## src/hdl/l4hx_pkg.sv

```systemverilog
// Types and constants shared by the IPv4 L4 header extractor.
// No dependencies.
package l4hx_pkg;

	localparam int unsigned OFF_W = 11;
	localparam logic [OFF_W-1:0] OFFSET_SAT = '1;

	localparam logic [7:0] PROTO_TCP  = 8'd6;
	localparam logic [7:0] PROTO_UDP  = 8'd17;
	localparam logic [7:0] PROTO_ICMP = 8'd1;

	// Min bytes each kind needs past L4 start, NEED_IP past L2.
	localparam logic [OFF_W-1:0] NEED_TCP  = 11'd13;
	localparam logic [OFF_W-1:0] NEED_UDP  = 11'd4;
	localparam logic [OFF_W-1:0] NEED_ICMP = 11'd2;
	localparam logic [OFF_W-1:0] NEED_IP   = 11'd20;

	typedef enum logic [1:0] {
		KIND_OTHER = 2'd0,
		KIND_TCP   = 2'd1,
		KIND_UDP   = 2'd2,
		KIND_ICMP  = 2'd3
	} kind_t;

	// Record handed from the front to the back through the queue.
	typedef struct packed {
		kind_t       kind;
		logic [31:0] src_addr;
		logic [31:0] dst_addr;
		logic [15:0] port_a;
		logic [15:0] port_b;
		logic [31:0] seq;
		logic [3:0]  data_off;
		logic        short_frame;
	} rec_t;

	localparam int unsigned REC_W = $bits(rec_t);

endpackage

```

## src/hdl/l4hx_front.sv

```systemverilog
// Front part: counts byte offsets, captures header fields, classifies
// the frame and emits one record on the last byte. Depends on l4hx_pkg.
module l4hx_front import l4hx_pkg::*; #(
	parameter int L2_HEADER_BYTES = 14,
	parameter int MAX_FRAME_BYTES = 1518
) (
	input  logic       clk,
	input  logic       arst_n,
	input  logic       take,
	input  logic [7:0] data_byte,
	input  logic       last_byte,
	output logic       rec_push,
	output rec_t       rec
);

	localparam logic [OFF_W-1:0] L2   = OFF_W'(L2_HEADER_BYTES);
	localparam logic [OFF_W-1:0] MAXB = OFF_W'(MAX_FRAME_BYTES);

	logic [OFF_W-1:0] off_q, seen_q;
	logic [3:0]       ihl_q, doff_q;
	logic [7:0]       proto_q;
	logic [31:0]      src_q, dst_q, seq_q;
	logic [15:0]      pa_q, pb_q;

	logic [OFF_W-1:0] off_nxt, seen_nxt, r, l4, q, need_l4, need;
	logic [3:0]       ihl_nxt, doff_nxt;
	logic [7:0]       proto_nxt;
	logic [31:0]      src_nxt, dst_nxt, seq_nxt;
	logic [15:0]      pa_nxt, pb_nxt;
	logic             in_win, hdr_hit, l4_hit;
	kind_t            kind;

	always_comb begin
		in_win    = off_q < MAXB;
		hdr_hit   = in_win && (off_q >= L2);
		r         = off_q - L2;
		ihl_nxt   = ihl_q;
		proto_nxt = proto_q;
		src_nxt   = src_q;
		dst_nxt   = dst_q;
		if (hdr_hit) begin
			if (r == 11'd0)
				ihl_nxt = data_byte[3:0];
			else if (r == 11'd9)
				proto_nxt = data_byte;
			else if (r >= 11'd12 && r <= 11'd15)
				src_nxt = {src_q[23:0], data_byte};
			else if (r >= 11'd16 && r <= 11'd19)
				dst_nxt = {dst_q[23:0], data_byte};
		end

		// L4 start follows the header length captured in this same cycle.
		l4       = L2 + {5'd0, ihl_nxt, 2'b00};
		l4_hit   = in_win && (off_q >= l4);
		q        = off_q - l4;
		pa_nxt   = pa_q;
		pb_nxt   = pb_q;
		seq_nxt  = seq_q;
		doff_nxt = doff_q;
		if (l4_hit) begin
			if (q <= 11'd1)
				pa_nxt = {pa_q[7:0], data_byte};
			else if (q <= 11'd3)
				pb_nxt = {pb_q[7:0], data_byte};
			else if (q <= 11'd7)
				seq_nxt = {seq_q[23:0], data_byte};
			else if (q == 11'd12)
				doff_nxt = data_byte[7:4];
		end

		seen_nxt = in_win ? off_q + 11'd1 : seen_q;
		off_nxt  = (off_q == OFFSET_SAT) ? off_q : off_q + 11'd1;

		unique case (proto_nxt)
			PROTO_TCP:  kind = KIND_TCP;
			PROTO_UDP:  kind = KIND_UDP;
			PROTO_ICMP: kind = KIND_ICMP;
			default:    kind = KIND_OTHER;
		endcase

		unique case (kind)
			KIND_TCP:  need_l4 = l4 + NEED_TCP;
			KIND_UDP:  need_l4 = l4 + NEED_UDP;
			KIND_ICMP: need_l4 = l4 + NEED_ICMP;
			default:   need_l4 = '0;
		endcase
		need = (need_l4 > L2 + NEED_IP) ? need_l4 : L2 + NEED_IP;

		rec_push         = take && last_byte;
		rec.kind         = kind;
		rec.src_addr     = src_nxt;
		rec.dst_addr     = dst_nxt;
		rec.port_a       = pa_nxt;
		rec.port_b       = pb_nxt;
		rec.seq          = seq_nxt;
		rec.data_off     = doff_nxt;
		rec.short_frame  = seen_nxt < need;
	end

	// Advance per byte; clear all frame state after the last byte.
	always_ff @(posedge clk or negedge arst_n) begin
		if (!arst_n) begin
			off_q   <= '0;
			seen_q  <= '0;
			ihl_q   <= '0;
			proto_q <= '0;
			src_q   <= '0;
			dst_q   <= '0;
			pa_q    <= '0;
			pb_q    <= '0;
			seq_q   <= '0;
			doff_q  <= '0;
		end else if (take) begin
			if (last_byte) begin
				off_q   <= '0;
				seen_q  <= '0;
				ihl_q   <= '0;
				proto_q <= '0;
				src_q   <= '0;
				dst_q   <= '0;
				pa_q    <= '0;
				pb_q    <= '0;
				seq_q   <= '0;
				doff_q  <= '0;
			end else begin
				off_q   <= off_nxt;
				seen_q  <= seen_nxt;
				ihl_q   <= ihl_nxt;
				proto_q <= proto_nxt;
				src_q   <= src_nxt;
				dst_q   <= dst_nxt;
				pa_q    <= pa_nxt;
				pb_q    <= pb_nxt;
				seq_q   <= seq_nxt;
				doff_q  <= doff_nxt;
			end
		end
	end

endmodule

```

## src/hdl/l4hx_fifo.sv

```systemverilog
// Two-entry record queue between front and back.
// Depends on l4hx_pkg.
module l4hx_fifo import l4hx_pkg::*; (
	input  logic clk,
	input  logic arst_n,
	input  logic wr_en,
	input  rec_t wr_data,
	output logic full,
	input  logic rd_en,
	output logic nonempty,
	output rec_t rd_data
);

	rec_t       mem_q [2];
	logic       wr_ptr_q, rd_ptr_q;
	logic [1:0] cnt_q;

	assign full     = cnt_q == 2'd2;
	assign nonempty = cnt_q != 2'd0;
	assign rd_data  = mem_q[rd_ptr_q];

	always_ff @(posedge clk) begin
		if (wr_en)
			mem_q[wr_ptr_q] <= wr_data;
	end

	always_ff @(posedge clk or negedge arst_n) begin
		if (!arst_n) begin
			wr_ptr_q <= 1'b0;
			rd_ptr_q <= 1'b0;
			cnt_q    <= '0;
		end else begin
			if (wr_en)
				wr_ptr_q <= ~wr_ptr_q;
			if (rd_en)
				rd_ptr_q <= ~rd_ptr_q;
			cnt_q <= cnt_q + 2'(wr_en) - 2'(rd_en);
		end
	end

endmodule

```

## src/hdl/l4hx_back.sv

```systemverilog
// Back part: takes records from the queue, zeroes the fields that the
// kind does not report and holds the result in an output register. Uses l4hx_pkg.
module l4hx_back import l4hx_pkg::*; (
	input  logic        clk,
	input  logic        arst_n,
	input  logic        rec_avail,
	input  rec_t        rec,
	output logic        rec_take,
	input  logic        pop,
	output logic        empty,
	output logic [1:0]  proto_kind,
	output logic [31:0] src_addr,
	output logic [31:0] dst_addr,
	output logic [15:0] source_port,
	output logic [15:0] dest_port,
	output logic [31:0] seq_number,
	output logic [5:0]  tcp_hdr_bytes,
	output logic [7:0]  icmp_kind,
	output logic [7:0]  icmp_subcode,
	output logic        short_frame
);

	logic valid_q, has_ports, is_tcp, is_icmp;

	assign rec_take  = rec_avail && (!valid_q || pop);
	assign empty     = !valid_q;
	assign is_tcp    = rec.kind == KIND_TCP;
	assign is_icmp   = rec.kind == KIND_ICMP;
	assign has_ports = is_tcp || rec.kind == KIND_UDP;

	always_ff @(posedge clk or negedge arst_n) begin
		if (!arst_n)
			valid_q <= 1'b0;
		else if (rec_take)
			valid_q <= 1'b1;
		else if (pop)
			valid_q <= 1'b0;
	end

	always_ff @(posedge clk) begin
		if (rec_take) begin
			proto_kind    <= rec.kind;
			src_addr      <= rec.src_addr;
			dst_addr      <= rec.dst_addr;
			source_port   <= has_ports ? rec.port_a : 16'd0;
			dest_port     <= has_ports ? rec.port_b : 16'd0;
			seq_number    <= is_tcp ? rec.seq : 32'd0;
			tcp_hdr_bytes <= is_tcp ? {rec.data_off, 2'b00} : 6'd0;
			icmp_kind     <= is_icmp ? rec.port_a[15:8] : 8'd0;
			icmp_subcode  <= is_icmp ? rec.port_a[7:0] : 8'd0;
			short_frame   <= rec.short_frame;
		end
	end

endmodule

```

## src/hdl/ipv4_l4_header_extractor.sv

```systemverilog
// Top level of the IPv4 L4 header extractor: front, record queue, back.
// Depends on l4hx_pkg, l4hx_front, l4hx_fifo and l4hx_back.
//
// Usage:
//   Input channel (push/full): one Ethernet frame byte per item, in wire
//   order, with last_byte marking the final byte. A byte is taken on an
//   edge where push is high and full is low.
//   Result channel (empty/pop): one record per frame, shown while empty is
//   low and taken on an edge where pop is high.
// Throughput: one byte per cycle while full is low, also across frames.
// Record path: the edge that takes a frame's last byte writes its record
//   into the two-entry queue; the output register loads it from there
//   once that register is empty or being popped.
// Stalls: while pop is held low the output register holds its record and
//   the queue absorbs up to two more; full rises only once both are taken,
//   so bytes keep flowing until three frames are waiting.
// Reset: arst_n clears the offset counter, all captured fields, the queue
//   and the output valid; the block takes bytes once it is released.
// Fields that the frame never delivered read as zero and short_frame is set.
module ipv4_l4_header_extractor import l4hx_pkg::*; #(
	parameter int L2_HEADER_BYTES = 14,
	parameter int MAX_FRAME_BYTES = 1518
) (
	input  logic        clk,
	input  logic        arst_n,
	input  logic        push,
	output logic        full,
	input  logic [7:0]  data_byte,
	input  logic        last_byte,
	output logic        empty,
	input  logic        pop,
	output logic [1:0]  proto_kind,
	output logic [31:0] src_addr,
	output logic [31:0] dst_addr,
	output logic [15:0] source_port,
	output logic [15:0] dest_port,
	output logic [31:0] seq_number,
	output logic [5:0]  tcp_hdr_bytes,
	output logic [7:0]  icmp_kind,
	output logic [7:0]  icmp_subcode,
	output logic        short_frame
);

	logic take, rec_push, rec_avail, rec_take;
	rec_t rec_in, rec_out;

	// Accept a byte whenever the queue has room for a possible record.
	assign take = push && !full;

	l4hx_front #(
		.L2_HEADER_BYTES(L2_HEADER_BYTES),
		.MAX_FRAME_BYTES(MAX_FRAME_BYTES)
	) u_front (
		.clk       (clk),
		.arst_n    (arst_n),
		.take      (take),
		.data_byte (data_byte),
		.last_byte (last_byte),
		.rec_push  (rec_push),
		.rec       (rec_in)
	);

	l4hx_fifo u_fifo (
		.clk      (clk),
		.arst_n   (arst_n),
		.wr_en    (rec_push),
		.wr_data  (rec_in),
		.full     (full),
		.rd_en    (rec_take),
		.nonempty (rec_avail),
		.rd_data  (rec_out)
	);

	l4hx_back u_back (
		.clk           (clk),
		.arst_n        (arst_n),
		.rec_avail     (rec_avail),
		.rec           (rec_out),
		.rec_take      (rec_take),
		.pop           (pop),
		.empty         (empty),
		.proto_kind    (proto_kind),
		.src_addr      (src_addr),
		.dst_addr      (dst_addr),
		.source_port   (source_port),
		.dest_port     (dest_port),
		.seq_number    (seq_number),
		.tcp_hdr_bytes (tcp_hdr_bytes),
		.icmp_kind     (icmp_kind),
		.icmp_subcode  (icmp_subcode),
		.short_frame   (short_frame)
	);

endmodule

```

## config.mk

```make
export PLATFORM = sky130hd
export DESIGN_NAME = ipv4_l4_header_extractor
export DESIGN_NICKNAME = d
export VERILOG_FILES = /design/src/hdl/l4hx_pkg.sv /design/src/hdl/l4hx_front.sv /design/src/hdl/l4hx_fifo.sv /design/src/hdl/l4hx_back.sv /design/src/hdl/ipv4_l4_header_extractor.sv
export SDC_FILE = /design/constraint.sdc
export NUM_CORES = 1
export LEC_CHECK = 0
export BUFFER_PORTS_ARGS = -buffer_cell sky130_fd_sc_hd__buf_2
export CAP_MARGIN = 20
export CORE_MARGIN = 2
export CORE_UTILIZATION = 60
export DETAILED_ROUTE_END_ITERATION = 10
export PLACE_DENSITY_LB_ADDON = 0.15
export SLEW_MARGIN = 20
export SYNTH_ARGS = -nofsm -noshare
export SYNTH_HDL_FRONTEND = slang
export SYNTH_SLANG_ARGS = --single-unit
```

## constraint.sdc

```tcl
create_clock -name clk -period 12.8 [get_ports clk]
set_input_delay 0 -clock clk [delete_from_list [all_inputs] [get_ports clk]]
set_output_delay 0 -clock clk [all_outputs]
set_load 0.1 [all_outputs]
```

; ---- After elaboration in Yosys (flattened, before gate mapping)
; Memories as Yosys holds them, arrays and structs flattened.
; Cells that the tools add are included.
[totals]
register_bits = 324
ram_bits = 270
in_bits = 13
word_cells = 125
memories = 1
[memory_table]
columns = memory, words, width, rd, rd_ports_with_merged_regs, write_ports, line
row1 = u_fifo.mem_q, 2, 135, 1, 0, 1, l4hx_fifo.sv:14  ; rec_t mem_q [2];
[op_classes]
add_sub_neg = 9
order_cmp = 12
eq_ne = 14
muxes = 47
n_bitwise = 2
n_reduce_logical = 15
[op_table]
columns = operator, n
row1 = $mux W32, 16
row2 = $mux W16, 7
row3 = $mux W11, 5
row4 = $mux W4, 9
row5 = $pmux W11 S3, 1
row6 = $mux W8, 4
row7 = $eq A11 B4 Y1 const B, 2
row8 = $ge A11 B4 Y1 const B, 2
row9 = $add A11 B1 Y11 const B, 1
row10 = $add A11 B2 Y11 const B, 1
row11 = $add A11 B3 Y11 const B, 1
row12 = $add A11 B4 Y11 const B, 1
row13 = $eq A11 B11 Y1 const B, 1
row14 = $ge A11 B11 Y1, 1
row15 = $ge A11 B5 Y1 const B, 1
row16 = $gt A11 B6 Y1 const B, 1
row17 = $le A11 B1 Y1 const B, 1
row18 = $le A11 B2 Y1 const B, 1
row19 = $le A11 B3 Y1 const B, 1
row20 = $le A11 B4 Y1 const B, 1
row21 = $le A11 B5 Y1 const B, 1
row22 = $logic_not A11 Y1, 1
row23 = $lt A11 B11 Y1, 1
row24 = $lt A11 B11 Y1 const B, 1
row25 = other kinds (19), 37

; ---- Logic depth before layout (Yosys ltp)
; Gate-level depths: netlist of run 1.
[logic_depth]
depth_word = 13
ltp_mapped = 31
mapped_depth_nobuf = 29

; ---- Cells and area by module
; Synthesis of run 1 repeated with hierarchy kept, for this count alone.
[hier_totals]
hier_cells = 1559
hier_area_um2 = 24787.5
[modules_own_cells]
columns = mod, n_inst, cells_per_inst, area_each_um2, seq_area_each_um2
row1 = l4hx_fifo, 1, 435, 10089.7, 8207.9
row2 = l4hx_front, 1, 870, 9449.1, 4154.0
row3 = l4hx_back, 1, 253, 5235.0, 4559.4
row4 = ipv4_l4_header_extractor, 1, 1, 13.8, 0.0

; ---- Worst setup path before layout of run 1
; Ideal clock, no wire load.
[synth_timing]
path_type = flip-flop to flip-flop
from = register u_fifo.cnt_q[1]
to = register u_fifo.cnt_q[1]
setup_ns = 0.080
arrival_ns = 9.423
required_time_ns = 12.720
path_slack_ns = 3.297
stages_incl_launch_ff = 8
synth_period_minus_slack_ns = 9.503
cell_sequence = dfrtp_1 -> nor2_1 -> a21oi_1 -> ha_1 -> inv_1 -> ha_1 -> xnor2_1 -> xnor2_1
[synth_between]
elab_cells_between_ends = 8
[synth_lines]
columns = item, line
row1 = from (decl), l4hx_fifo.sv:16  ; logic [1:0] cnt_q;
row2 = from (signal assigned), l4hx_fifo.sv:37  ; cnt_q <= cnt_q + 2'(wr_en) - 2'(rd_en);
row3 = $reduce_bool A2 Y1, l4hx_fifo.sv:19  ; assign nonempty = cnt_q != 2'd0;
row4 = $logic_and A1 B1 Y1, l4hx_back.sv:25  ; assign rec_take = rec_avail && (!valid_q || pop);
row5 = net rec_take, ipv4_l4_header_extractor.sv:44  ; logic take, rec_push, rec_avail, rec_take;
row6 = $sub A2 B1 Y2, l4hx_fifo.sv:37
; The timed path passes the listed nets, and every way through them passes these cells.
; A chain may end at the register's enable or synchronous reset.

==> out/qor.json, run 1 <==
{
  "timing": {
    "maxClockFrequency_mhz": 136,
    "timing.slew.headroom": 0.268,
    "tns_ns": 0,
    "unrepaired_setup_endpoints_after_global_routing": "no",
    "number_of_max_slew_violations_in_the_final_report": 0,
    "timing.final.hold_violations": 0,
    "finalSetupViolCount": 0,
    "skew_ns": 0.0261,
    "final.min_clock_period_ns": 7.36,
    "fin_crit_sh": 0.575,
    "tightest_slew_ns": 1.10
  },
  "clock_tree": {
    "htree_num_levels": 2,
    "cts-buffers-inserted": 58,
    "max-clock-path-buffers": 3,
    "clock_sinks": 592,
    "clk-insertion-delay-late_ns": 0.61,
    "cts-root-buf": "sky130_fd_sc_hd__clkbuf_16",
    "cts.reportedPaths.clkPinSlew_ns": 0.06,
    "cts_tree": "yes"
  },
  "job": {
    "maxCapViolations": 0
  },
  "power": {
    "p_leak_uw": 0.0114,
    "power.ir.vdd_worst_mv": 0.222,
    "internal_power_uw": 3800,
    "power.net_switching_uw": 2730,
    "seq_power_share": 0.394,
    "power_frac_clock": 0.263,
    "powerDensity_mw_per_mm2": 232,
    "power.combinational.fraction": 0.343,
    "switching_share": 0.418
  },
  "worst_setup_path": {
    "critPathMostFrequentCell": "sky130_fd_sc_hd__ha_1",
    "cp_slowest_stage_delay_ns": 0.62,
    "cp-end-kind": "flip-flop",
    "cp_data_arrival_time_ns": 7.75,
    "cp.required_ns": 13.19,
    "critical-path-top-delay-family": "compound AO/OA/AOI/OAI gates",
    "worstSetupPathType": "flip-flop to flip-flop",
    "crit_fanout": 15,
    "path_buf_inv": 2,
    "worstSetupStartpointType": "flip-flop",
    "cp_slowest_cell": "sky130_fd_sc_hd__or3b_1"
  },
  "layout": {
    "final_cell_mix": "421 x sky130_fd_sc_hd__edfxtp_1, 170 x sky130_fd_sc_hd__dfrtp_1, 164 x sky130_fd_sc_hd__buf_2",
    "nNetsFinal": 1904,
    "fill_cells": 2768,
    "final-instance-count-excl-fill": 2436,
    "post_route_cells_drive_above_1_share": 0.249,
    "diodes": 0,
    "commonest_non_fill_non_tap_cell_in_the_layout": "sky130_fd_sc_hd__edfxtp_1",
    "area_overhead_of_the_layout_relative_to_synthesis_pct": 13.6
  },
  "die": {
    "core_mm2": 0.0407,
    "die_area_mm2": 0.0428,
    "floorplan.die.height_um": 207,
    "die_w_um": 207,
    "initial_core_util": 0.607,
    "num_rows": 74,
    "io_pins": 168
  },
  "routing": {
    "vias": 14500,
    "routed_via_density": 5.97,
    "detail_route.iter0.violations": 941,
    "drc": 0,
    "finalWirelength_um": 52900,
    "drtPass1Iterations": 5,
    "detail-route-antenna-nets": 0,
    "routed_wire_length_per_instance_um": 21.7
  },
  "yosys": {
    "ys_ff_latch": 592,
    "syn-cell-area_mm2": 0.0247,
    "yosysWarnings": 0,
    "synth-edff-count": 421,
    "async_flop_share": 0.289,
    "ys_types": 68,
    "synthesis.instances": 1700,
    "synth_sequential_area_ratio": 0.685,
    "avg_cell_area_syn_um2": 14.5,
    "ys.flop_type": "sky130_fd_sc_hd__edfxtp_1"
  },
  "global_route": {
    "grt_usage": 0.248,
    "grt_antenna_before_repair": 0,
    "first_global_vias": 14300,
    "grt_max_degree": 91,
    "global_route_wire_length_before_repair_um": 81700,
    "grt-ovfl-total": 0
  },
  "placed_design": {
    "gp_congestion": 0.885,
    "place_hpwl_um": 32400,
    "port_buffers": 165,
    "dpl.cell_count": 2317
  },
  "outcome": {
    "run_status": "complete, no violations"
  },
  "hold_path": {
    "hold_path_class": "primary input to async pin"
  }
}
cells in the mapped netlist (13+ instances only):
master                     count  area, um2
sky130_fd_sc_hd__o221ai_1     15        131
sky130_fd_sc_hd__a22o_1      109        955
sky130_fd_sc_hd__ha_1         35        438
sky130_fd_sc_hd__nand2b_1     23        144
sky130_fd_sc_hd__xnor2_1      18        158
sky130_fd_sc_hd__inv_1        31        116
sky130_fd_sc_hd__a21oi_1      20        100
sky130_fd_sc_hd__edfxtp_1    421      12600
sky130_fd_sc_hd__a22oi_1      27        203
sky130_fd_sc_hd__o21ai_0      70        350
sky130_fd_sc_hd__nand2_1     150        563
sky130_fd_sc_hd__mux2i_1      74        741
sky130_fd_sc_hd__clkbuf_1     89        334
sky130_fd_sc_hd__dfrtp_1     171       4280
sky130_fd_sc_hd__nor2b_1      55        344
sky130_fd_sc_hd__nor3_1       13       65.1
sky130_fd_sc_hd__nor2_1       74        278
sky130_fd_sc_hd__o21ai_1      13       65.1
sky130_fd_sc_hd__mux2_2      160       1800
power groups by stage:
| stage | clock network, uW | logic (uW) | registers [uW] |
|---|---|---|---|
| after detailed placement | 0 | 2250 | 2610 |
| after CTS | 1740 | 2260 | 2570 |
| after floorplan | 0 | 566 | 3940 |
| after global placement | 0 | 2240 | 2600 |
| after global routing | 1810 | 2330 | 2600 |
| final | 1720 | 2240 | 2570 |
flip-flops by register name, indices dropped and copies added (netlist names), 11 cells and up:
name                count
u_back.dest_port       16
u_back.dst_addr        32
u_back.seq_number      32
u_back.source_port     16
u_back.src_addr        32
u_fifo.mem_q          270
u_front.dst_q          32
u_front.off_q          11
u_front.pa_q           16
u_front.pb_q           16
u_front.seen_q         11
u_front.seq_q          32
u_front.src_q          32
final timing paths:
path                                         from            endpoint  slack (ns)  depth (start not counted)
min in group clk                        last_byte     u_front.pa_q[7]        0.10                          3
worst max register to register   u_front.off_q[1]  u_fifo.mem_q[0][0]        5.44                         28
max in group asynchronous                  arst_n   u_front.seq_q[23]       11.54                          3
worst max-delay path             u_front.off_q[1]  u_fifo.mem_q[0][0]        5.44                         28
worst min register to register  u_front.dst_q[27]   u_front.dst_q[27]        0.50                          1
worst min-delay path                       arst_n   u_front.dst_q[28]        0.03                          2
routing by layer:
layer	GRT usage	share of wire	up-vias
li1	-	-	6653
met1	0.363	0.45	7459
met2	0.397	0.48	376
met3	0.0416	0.047	51
met4	0.0522	0.015	0
met5	0	0	-
area by class of cell:
cell class | count | area [um2] | area share
repair buffers | 197 | 1100 | 0.0391
well taps | 532 | 666 | 0.0237
clock inverters | 35 | 320 | 0.0114
flip-flops and latches | 592 | 16900 | 0.603
multi-input cells | 975 | 7320 | 0.261
inverters | 31 | 116 | 0.00415
clock buffers | 74 | 1620 | 0.0578
what timing repair did:
action / 4_1_cts / 5_1_grt
setup buffers: 0 / 0
hold buffers: 10 / 0
resized for setup: 0 / 0
hold endpoints to repair: 148 / 0
endpoints found under the setup margin: 0 / 0
cells by family (layout without fill, tap and decap cells):
family	count (synthesis)	after routing	synth area share
flip-flops	592	592	0.685
other	1	2	0.000152
adder cells (fa/ha/maj)	36	36	0.0185
AND/OR/NAND/NOR	373	373	0.0734
XOR/XNOR	24	24	0.00850
multiplexers	234	234	0.103
AO/OA/AOI/OAI	306	306	0.0905
buffers and inverters	134	337	0.0215
stage by stage:
step                setup slack (ns)  hold WS, ns  cell area [um2]   util  total power (uW)
finish                          5.44       0.0279            28100  0.689              6520
global route                    5.00       0.0829            28100  0.689              6750
CTS                             5.48       0.0385            28100  0.689              6580
detailed placement              5.51        0.109            26000  0.639              4860
global placement                5.83        0.104            26000  0.639              4840
floorplan                       3.30       -0.296            24700      -              4510
No activity file was read; power rests on OpenSTA's default activity.
==> run 2: changes to the inputs <==
==> constraint.sdc (replaced) <==
create_clock -name clk -period 7.5 [get_ports clk]
set_input_delay 0 -clock clk [delete_from_list [all_inputs] [get_ports clk]]
set_output_delay 0 -clock clk [all_outputs]
set_load 0.1 [all_outputs]
==> run 2 against run 1 <==
Net effect: clock power up 75%; flip-flop and latch count unchanged; global-route usage up 0.41 points; core utilization up 0.18 points; combinational power up 71%; clock-buffer cell count up 6; critical path type unchanged; largest cell class unchanged; largest power group unchanged.
==> out/qor.json, run 2 (synthesis gave the netlist of run 1 again) <==
{
  "outcome": {
    "run_status": {"value": "complete, no violations", "change": "unchanged"}
  },
  "clock_tree": {
    "cts.reportedPaths.clkPinSlew": {"value": 0.06, "unit": "ns", "change": "about the same"},
    "htree_num_levels": {"value": 2, "change": "unchanged"},
    "clk-insertion-delay-late": {"value": 0.63, "unit": "ns", "change": "was 0.61 ns"},
    "cts-buffers-inserted": {"value": 57, "change": "was 58"},
    "max-clock-path-buffers": {"value": 3, "change": "unchanged"},
    "clock_sinks": {"value": 592, "change": "unchanged"},
    "cts-root-buf": {"value": "sky130_fd_sc_hd__clkbuf_16", "change": "unchanged"},
    "cts_tree": {"value": "yes", "change": "unchanged"},
    "cts.repair_timing.setup_buffer_count": {"value": 0, "change": "unchanged"}
  },
  "die": {
    "io_pins": {"value": 168, "change": "unchanged"},
    "initial_core_util": {"value": 0.607, "change": "unchanged"},
    "die_w": {"value": 207, "unit": "um", "change": "unchanged"},
    "die_area": {"value": 0.0428, "unit": "mm2", "change": "unchanged"},
    "core": {"value": 0.0407, "unit": "mm2", "change": "unchanged"},
    "num_rows": {"value": 74, "change": "unchanged"},
    "floorplan.die.height": {"value": 207, "unit": "um", "change": "unchanged"}
  },
  "placed_design": {
    "place_hpwl": {"value": 32600, "unit": "um", "change": "was 32,400 um"},
    "port_buffers": {"value": 165, "change": "unchanged"},
    "pre_cts_ws": {"value": 0.208, "unit": "ns", "change": "was 5.51 ns"},
    "gp_congestion": {"value": 0.904, "change": "was 0.885"}
  },
  "timing": {
    "setup_ws_post_layout": {"value": 0.485, "unit": "ns", "change": "was 5.44 ns"},
    "skew": {"value": 0.0198, "unit": "ns", "change": "was 0.0261 ns"},
    "timing.slew.headroom": {"value": 0.320, "change": "was 0.268"},
    "timing.final.hold_violations": {"value": 0, "change": "unchanged"},
    "maxClockFrequency": {"value": 143, "unit": "MHz", "change": "was 136 MHz"},
    "unrepaired_setup_endpoints_after_global_routing": {"value": "no", "change": "unchanged"},
    "tightest_slew": {"value": 1.02, "unit": "ns", "change": "was 1.10 ns"},
    "fin_crit_sh": {"value": 0.935, "change": "was 0.575"},
    "tns": {"value": 0, "unit": "ns", "change": "unchanged"},
    "finalSetupViolCount": {"value": 0, "change": "unchanged"},
    "number_of_max_slew_violations_in_the_final_report": {"value": 0, "change": "unchanged"},
    "final.min_clock_period": {"value": 7.02, "unit": "ns", "change": "was 7.36 ns"}
  },
  "routing": {
    "finalWirelength": {"value": 53500, "unit": "um", "change": "was 52,900 um"},
    "routed_wire_length_per_instance": {"value": 21.9, "unit": "um", "change": "was 21.7 um"},
    "vias": {"value": 14700, "change": "was 14,500"},
    "routed_via_density": {"value": 6.02, "change": "was 5.97"},
    "drtPass1Iterations": {"value": 5, "change": "unchanged"},
    "detail_route.iter0.violations": {"value": 1092, "change": "was 941"},
    "detail-route-antenna-nets": {"value": 0, "change": "unchanged"},
    "drc": {"value": 0, "change": "unchanged"}
  },
  "global_route": {
    "first_global_vias": {"value": 14300, "change": "about the same"},
    "grt_usage": {"value": 0.252, "change": "was 0.248"},
    "grt-ovfl-total": {"value": 0, "change": "unchanged"},
    "global_route.usage.met1": {"value": 0.365, "change": "was 0.363"},
    "grt_most_used_layer": {"value": "met2", "change": "unchanged"},
    "grt.met2_usage": {"value": 0.398, "change": "was 0.397"},
    "global_route_wire_length_before_repair": {"value": 82400, "unit": "um", "change": "was 81,700 um"},
    "grt_antenna_before_repair": {"value": 0, "change": "unchanged"},
    "use_met3": {"value": 0.0416, "change": "unchanged"},
    "grt_max_degree": {"value": 101, "change": "was 91"}
  },
  "power": {
    "power.net_switching": {"value": 4650, "unit": "uW", "change": "was 2730 uW"},
    "seq_power_share": {"value": 0.390, "change": "was 0.394"},
    "powerDensity": {"value": 398, "unit": "mW/mm2", "change": "was 232 mW/mm2"},
    "power.ir.vdd_worst": {"value": 0.354, "unit": "mV", "change": "was 0.222 mV"},
    "power.combinational.fraction": {"value": 0.342, "change": "was 0.343"},
    "post-layout-total-power": {"value": 11200, "unit": "uW", "change": "was 6520 uW"},
    "internal_power": {"value": 6560, "unit": "uW", "change": "was 3800 uW"},
    "power_frac_clock": {"value": 0.268, "change": "was 0.263"},
    "p_leak": {"value": 0.0114, "unit": "uW", "change": "about the same"},
    "switching_share": {"value": 0.415, "change": "was 0.418"}
  },
  "worst_setup_path": {
    "cp.required": {"value": 7.92, "unit": "ns", "change": "was 13.19 ns"},
    "critPathMostFrequentCell": {"value": "sky130_fd_sc_hd__ha_1", "change": "unchanged"},
    "cp_data_arrival_time": {"value": 7.44, "unit": "ns", "change": "was 7.75 ns"},
    "cp_slowest_cell": {"value": "sky130_fd_sc_hd__or3b_4", "change": "was sky130_fd_sc_hd__or3b_1"},
    "worstSetupStartpointType": {"value": "flip-flop", "change": "unchanged"},
    "cp_slowest_stage_delay": {"value": 0.50, "unit": "ns", "change": "was 0.62 ns"},
    "worstSetupPathType": {"value": "flip-flop to flip-flop", "change": "unchanged"},
    "crit_fanout": {"value": 15, "change": "unchanged"},
    "cp-end-kind": {"value": "flip-flop", "change": "unchanged"},
    "setup.reg_to_reg.worst_slack": {"value": 0.48, "unit": "ns", "change": "was 5.44 ns"}
  },
  "layout": {
    "post_route_cells_drive_above_1_share": {"value": 0.249, "change": "about the same"},
    "nNetsFinal": {"value": 1905, "change": "was 1,904"},
    "largest_register": {"value": "u_fifo.mem_q", "change": "unchanged"},
    "commonest_non_fill_non_tap_cell_in_the_layout": {"value": "sky130_fd_sc_hd__edfxtp_1", "change": "unchanged"},
    "number_of_flip_flops_in_the_largest_register": {"value": 270, "change": "unchanged"},
    "diodes": {"value": 0, "change": "unchanged"},
    "area_overhead_of_the_layout_relative_to_synthesis": {"value": 13.9, "unit": "%", "change": "was 13.6%"},
    "final_cell_mix": {"value": "421 x sky130_fd_sc_hd__edfxtp_1, 169 x sky130_fd_sc_hd__dfrtp_1, 164 x sky130_fd_sc_hd__buf_2", "change": "was 421 x sky130_fd_sc_hd__edfxtp_1, 170 x sky130_fd_sc_hd__dfrtp_1, 164 x sky130_fd_sc_hd__buf_2"}
  },
  "hold_path": {
    "hold_path_class": {"value": "primary input to async pin", "change": "unchanged"}
  },
  "job": {
    "maxCapViolations": {"value": 0, "change": "unchanged"}
  }
}
## run 2: changes by cell type in the layout (fill, tap and decap cells not counted), moves of 2 or more
cell                        delta
sky130_fd_sc_hd__clkbuf_1      +7
sky130_fd_sc_hd__clkinv_2      -7
sky130_fd_sc_hd__bufinv_16     +3
sky130_fd_sc_hd__clkbuf_16     -2
sky130_fd_sc_hd__clkinv_1      -2
sky130_fd_sc_hd__inv_6         -2
## run 2: final cells by class
type	count	area (um2)
clock buffers	80	1610
clock inverters	28	372
fillers	2787	12600
inverters	31	116
multi-input cells	975	7340
flip-flops and latches	592	16900
well taps	532	666
repair buffers	199	1110
## run 2: path summary, 6_finish.rpt
check,start,end,depth (start not counted)
max,u_front.off_q[2],u_fifo.mem_q[1][0],28
min,arst_n,u_front.dst_q[24],2
max reg2reg,u_front.off_q[2],u_fifo.mem_q[1][0],28
min reg2reg,u_front.seen_q[10],u_front.seen_q[10],1
max in group asynchronous,arst_n,u_front.seq_q[29],3
min in group clk,pop,u_back.valid_q,3
## run 2: critical path: cells and delay by family, from the launching register on
kind | cells | cell delay (ns)
AO/OA/AOI/OAI | 14 | 3.00
AND/OR/NAND/NOR | 7 | 1.79
multiplexers | 1 | 0.13
flip-flops | 1 | 0.49
buffers and inverters | 2 | 0.27
adder cells (fa/ha/maj) | 4 | 1.14
## run 2: routing by layer
layer / vias up / share of wire
met5: - / 0
met4: 0 / 0.025
met3: 84 / 0.054
met2: 469 / 0.48
met1: 7436 / 0.44
li1: 6677 / -
## run 2: metrics by stage
stage / cells / area, um2 / util / hold WS (ns)
5_1_grt: 2437 / 28100 / 0.691 / 0.159
2_1_floorplan: 1701 / 24700 / - / -0.296
3_3_place_gp: 2318 / 26000 / 0.639 / 0.195
6_report: 2437 / 28100 / 0.691 / 0.0988
3_5_place_dp: 2318 / 26000 / 0.639 / 0.204
4_1_cts: 2437 / 28100 / 0.690 / 0.114
## run 2: power by group through the flow
stage	Sequential [uW]	Clock, uW	Combinational [uW]
finish	4370	3010	3840
global route	4420	3190	4000
CTS	4380	3060	3870
detailed placement	4440	0	3850
global placement	4420	0	3830
floorplan	6680	0	966
## run 2: what timing repair did
item	4_1_cts	5_1_grt
endpoints found under the setup margin	0	2
resized for setup	0	4
hold buffers	11	0
hold endpoints to repair	170	0
